<file path="config.mk">
export PLATFORM = sky130hd
export DESIGN_NAME = oaht_ram
export DESIGN_NICKNAME = d
export VERILOG_FILES = /design/src/hw/rtl/oaht_pkg.sv /design/src/hw/rtl/oaht_ram.sv
export SDC_FILE = /design/constraint.sdc
export NUM_CORES = 2
export LEC_CHECK = 0
export BUFFER_PORTS_ARGS = -buffer_cell sky130_fd_sc_hd__clkbuf_2
export CAP_MARGIN = 20
export CORE_MARGIN = 4
export CORE_UTILIZATION = 50
export CTS_CLUSTER_DIAMETER = 50
export DETAILED_ROUTE_END_ITERATION = 10
export PLACE_DENSITY = 0.65
export SETUP_SLACK_MARGIN = 0.02
export SLEW_MARGIN = 20
export SYNTH_ARGS = -nofsm -noshare
export SYNTH_HDL_FRONTEND = slang
export SYNTH_SLANG_ARGS = --single-unit
</file>
<file path="constraint.sdc">
create_clock -name i_clk -period 10.7 [get_ports i_clk]
set_input_delay 0.535 -clock i_clk [delete_from_list [all_inputs] [get_ports i_clk]]
set_output_delay 0.535 -clock i_clk [all_outputs]
set_load 0.05 [all_outputs]
</file>
<file path="src/hw/rtl/oaht_pkg.sv">
// ----------------------------------------------------------------------------
// Hash table package
// Widths, command, status and slot mark codes, and default parameters shared
// by the hash table modules.
// ----------------------------------------------------------------------------
package oaht_pkg;

    localparam int CMD_W      = 2;
    localparam int KEY_ID_W   = 32;
    localparam int HASH_W     = 32;
    localparam int VALUE_W    = 64;
    localparam int STATUS_W   = 2;
    localparam int MAX_FILL_W = 6;
    localparam int MARK_W     = 2;

    localparam int DEF_SLOTS      = 64;
    localparam int DEF_KEY_BITS   = 32;
    localparam int DEF_VALUE_BITS = 64;

    // The start slot reducer folds this many hash bits per cycle.
    localparam int HASH_DIGIT_W = 8;

    localparam logic [MAX_FILL_W-1:0] MAX_FILL_RESET = 6'd48;

    typedef logic [CMD_W-1:0]    t_cmd;
    typedef logic [STATUS_W-1:0] t_status;
    typedef logic [MARK_W-1:0]   t_mark;

    localparam t_cmd CMD_GET    = 2'd0;
    localparam t_cmd CMD_INSERT = 2'd1;
    localparam t_cmd CMD_DELETE = 2'd2;

    localparam t_status STATUS_DONE      = 2'd0;
    localparam t_status STATUS_NOT_FOUND = 2'd1;
    localparam t_status STATUS_FULL      = 2'd2;

    localparam t_mark MARK_EMPTY = 2'd0;
    localparam t_mark MARK_LIVE  = 2'd1;
    localparam t_mark MARK_TOMB  = 2'd2;

endpackage

</file>
<file path="src/hw/rtl/oaht_ram.sv">
// ----------------------------------------------------------------------------
// Generic RAM
// One write port and one read port with registered read data.
// ----------------------------------------------------------------------------
module oaht_ram
    import oaht_pkg::*;
#(
    parameter int  WIDTH = DEF_VALUE_BITS,
    parameter int  DEPTH = DEF_SLOTS,
    localparam int AW    = (DEPTH > 1) ? $clog2(DEPTH) : 1
) (
    input  logic             i_clk,
    input  logic             i_we,
    input  logic [AW-1:0]    i_waddr,
    input  logic [WIDTH-1:0] i_wdata,
    input  logic [AW-1:0]    i_raddr,
    output logic [WIDTH-1:0] o_rdata
);

    logic [WIDTH-1:0] r_mem [DEPTH];
    logic [WIDTH-1:0] r_rdata;

    always_ff @(posedge i_clk) begin
        if (i_we) begin
            r_mem[i_waddr] <= i_wdata;
        end
        r_rdata <= r_mem[i_raddr];
    end

    assign o_rdata = r_rdata;

endmodule

</file>
==> impl_metrics.py <==
metrics = {
    "run_status": {
        "status": "finished clean",
    },
    "clocking": {
        "cts_buffers": 416,
        "cts_tree": "done",
        "post_cts_buffers": 0,
        "clockRootBuffer": "clkbuf_16",
        "cts.htree.levels": 5,
        "cts_resized": 0,
        "clk_pin_slew_ns": 0.06,
        "cts_buffer_depth": 4,
        "cts_sinks": 4160,
        "worstSkewPairLatency_ns": 0.93,
        "cts_hold_buf": 0,
    },
    "synthesis": {
        "yosysWarnings": 0,
        "yosys_most_used_dff": "edfxtp_1",
        "synth_top_area_share_pct": 78.7,
        "synth_cell_types": 33,
        "syn_nets": 6676,
        "synth_cells": 6598,
        "synth_edf_count": 4096,
        "synthTopCellsByArea": "edfxtp_1 79%, mux4_2 15%, mux2i_1 0.86%",
        "synth-seq-area-share_pct": 79.5,
        "synthArstFlopShare_pct": 0,
        "postSynthAreaPerCell_sq_um": 23.7,
        "yosys.area.top_type": "edfxtp_1",
        "synth-seq-cells": 4160,
        "syn_area_sq_um": 156000,
    },
    "global_route": {
        "gr-usage-all-layers_pct": 26.3,
        "grt_max_degree": 151,
        "grt_overflow": 0,
        "grt_pass1_vias": 76300,
        "antenna_found_initial": 37,
        "grt_first_pass_wirelength_mm": 597,
    },
    "die": {
        "die_area_sq_um": 322000,
        "fp.coreArea_sq_um": 312000,
        "die_x_microns": 567,
        "start_util_pct": 50.2,
        "io_pins": 142,
        "num_rows": 205,
        "die_h_microns": 567,
    },
    "placement": {
        "place_area_sq_um": 163000,
        "dp_hpwl_mm": 223,
        "place.port_buffers": 141,
        "place_congestion": 0.810,
        "placedCellCount": 10700,
    },
    "min_path": {
        "hold_start": "i_wdata[28]",
        "worstHoldPathCells": 1,
        "min_to": "r_mem[62][28]",
        "worstHoldPathType": "input port to flip-flop",
    },
    "layout": {
        "final_cell_area_sq_um": 177000,
        "final_common_cell": "edfxtp_1",
        "fin_cells": 11500,
        "drive_gt1_share_pct": 28.8,
        "utilization_pct": 56.8,
        "area_growth_pct": 13.2,
        "fin_nets": 7084,
        "final_cell_mix": "4,096 x edfxtp_1, 1,024 x mux4_2, 425 x clkbuf_16",
    },
    "routing": {
        "vias": 76200,
        "remaining_drc_errors": 0,
        "ant_nets": 0,
        "drt-total-wl_mm": 426,
        "drt_iter0_drc": 11200,
        "first_pass_iters": 6,
        "vias_per_cell": 6.62,
        "wl_per_cell_microns": 37.0,
    },
    "worst_setup_path": {
        "worstReg2RegEnd": "o_rdata[33]",
        "reg2reg_depth": 5,
        "crit_path_end_kind": "flip-flop",
        "crit_path_start_kind": "input port",
        "rrSetupSlack_ns": 8.41,
        "critPathKind": "input port to flip-flop",
        "worst_ep_arrival_time_ns": 4.33,
        "reg2reg_from": "r_mem[47][33]",
        "worstPathRequired_ns": 11.44,
        "crit_fanout": 113,
    },
    "timing": {
        "min_period_ns": 3.59,
        "hold_viol_final": 0,
        "period_share_pct": 33.5,
        "max_slew_margin_pct": 16.9,
        "fmax_mhz": 279,
        "final-setup-viol-count": 0,
        "finClkSkew_ns": 0.0516,
        "fin_tns_setup_ns": 0,
        "finalMaxSlewViolations": 0,
        "worstMarginPinSlew_ns": 1.25,
        "rsz0062_at_grt": "false",
        "hold_ws_ns": 0.0489,
    },
    "pwr": {
        "p_leak_nw": 55.2,
        "powerDensity_nw_per_um2": 195,
        "vdd_drop_max_mv": 0.215,
    },
    "job": {
        "cap_violations": 0,
    },
}
-- Yosys cell counts, drive strengths merged (2+ instances only) --
| master | count |
|---|---|
| o221ai | 38 |
| a22oi | 168 |
| buf | 230 |
| and2 | 3 |
| dfxtp | 64 |
| nand3 | 45 |
| a211oi | 63 |
| a41oi | 26 |
| nand2b | 11 |
| a22o | 88 |
| nand4 | 2 |
| or3 | 29 |
| inv | 19 |
| clkbuf | 140 |
| edfxtp | 4096 |
| a31oi | 18 |
| or2 | 28 |
| nand2 | 58 |
| mux4 | 1024 |
| a2bb2oi | 19 |
| nor2b | 28 |
| nor2 | 112 |
| o22ai | 83 |
| mux2i | 135 |
| nor3 | 2 |
| nand3b | 2 |
| and3 | 64 |
-- per-layer routing --
metal | track usage, % | part of all wire, % | up-vias
met4 | 9.18 | 3.7 | 8
met3 | 4.68 | 9.7 | 800
met2 | 41.4 | 48 | 4639
li1 | - | - | 29400
met1 | 37.6 | 38 | 41400
met5 | 0 | 0.012 | -
-- worst max-delay path by stage --
| stage | cells past startpoint | slack [ns] | from | to |
|---|---|---|---|---|
| 3_3_place_gp | 8 | 6.23 | i_raddr[0] | o_rdata[11] |
| 2_1_floorplan | 4 | 4.73 | i_waddr[3] | r_mem[48][0] |
| 5_1_grt | 8 | 6.94 | i_raddr[0] | o_rdata[13] |
| 3_5_place_dp | 8 | 6.23 | i_raddr[0] | o_rdata[13] |
| 6_report | 7 | 7.11 | i_raddr[1] | o_rdata[27] |
| 4_1_cts | 8 | 7.17 | i_raddr[0] | o_rdata[13] |
-- flip-flops by register name, summed over array words and instances (netlist names) --
signal / count
r_mem: 4096
o_rdata: 64
-- logic make-up after synthesis --
kind of cell           Yosys count  share of synthesized area [%]
AO/OA/AOI/OAI                  504                           2.48
buffers and inverters          389                           1.18
flip-flops                    4160                           79.5
multiplexers                  1159                           15.6
AND/OR/NAND/NOR                386                           1.24
-- area by class of cell --
cell class | count | area (sq um)
tap | 4140 | 5180
multi-input combinational | 2049 | 30800
antenna | 20 | 50.0
clock buffer | 510 | 11100
clock inverter | 248 | 2720
fill | 22400 | 135000
inverter | 19 | 71.3
timing repair buffer | 360 | 2770
sequential | 4160 | 124000
-- critical path: stages --
cell      delay, ns
buf_8          0.53
buf_12         0.57
buf_12         0.49
mux4_2         0.60
or3_1          0.32
a41oi_1        0.53
a211oi_1       0.11
-- report_power, final --
| part | internal [W] | switching [W] |
|---|---|---|
| Sequential | 0.0180 | 0.0000794 |
| Clock | 0.00862 | 0.00609 |
| Combinational | 0.000556 | 0.00106 |
-- per-stage QoR --
step / power (W) / worst slack [ns]
floorplan: 0.0194 / 4.73
global placement: 0.0201 / 6.23
detailed placement: 0.0201 / 6.23
CTS: 0.0347 / 7.17
global route: 0.0354 / 6.94
finish: 0.0345 / 7.11
No activity file was read; power rests on OpenSTA's default activity.
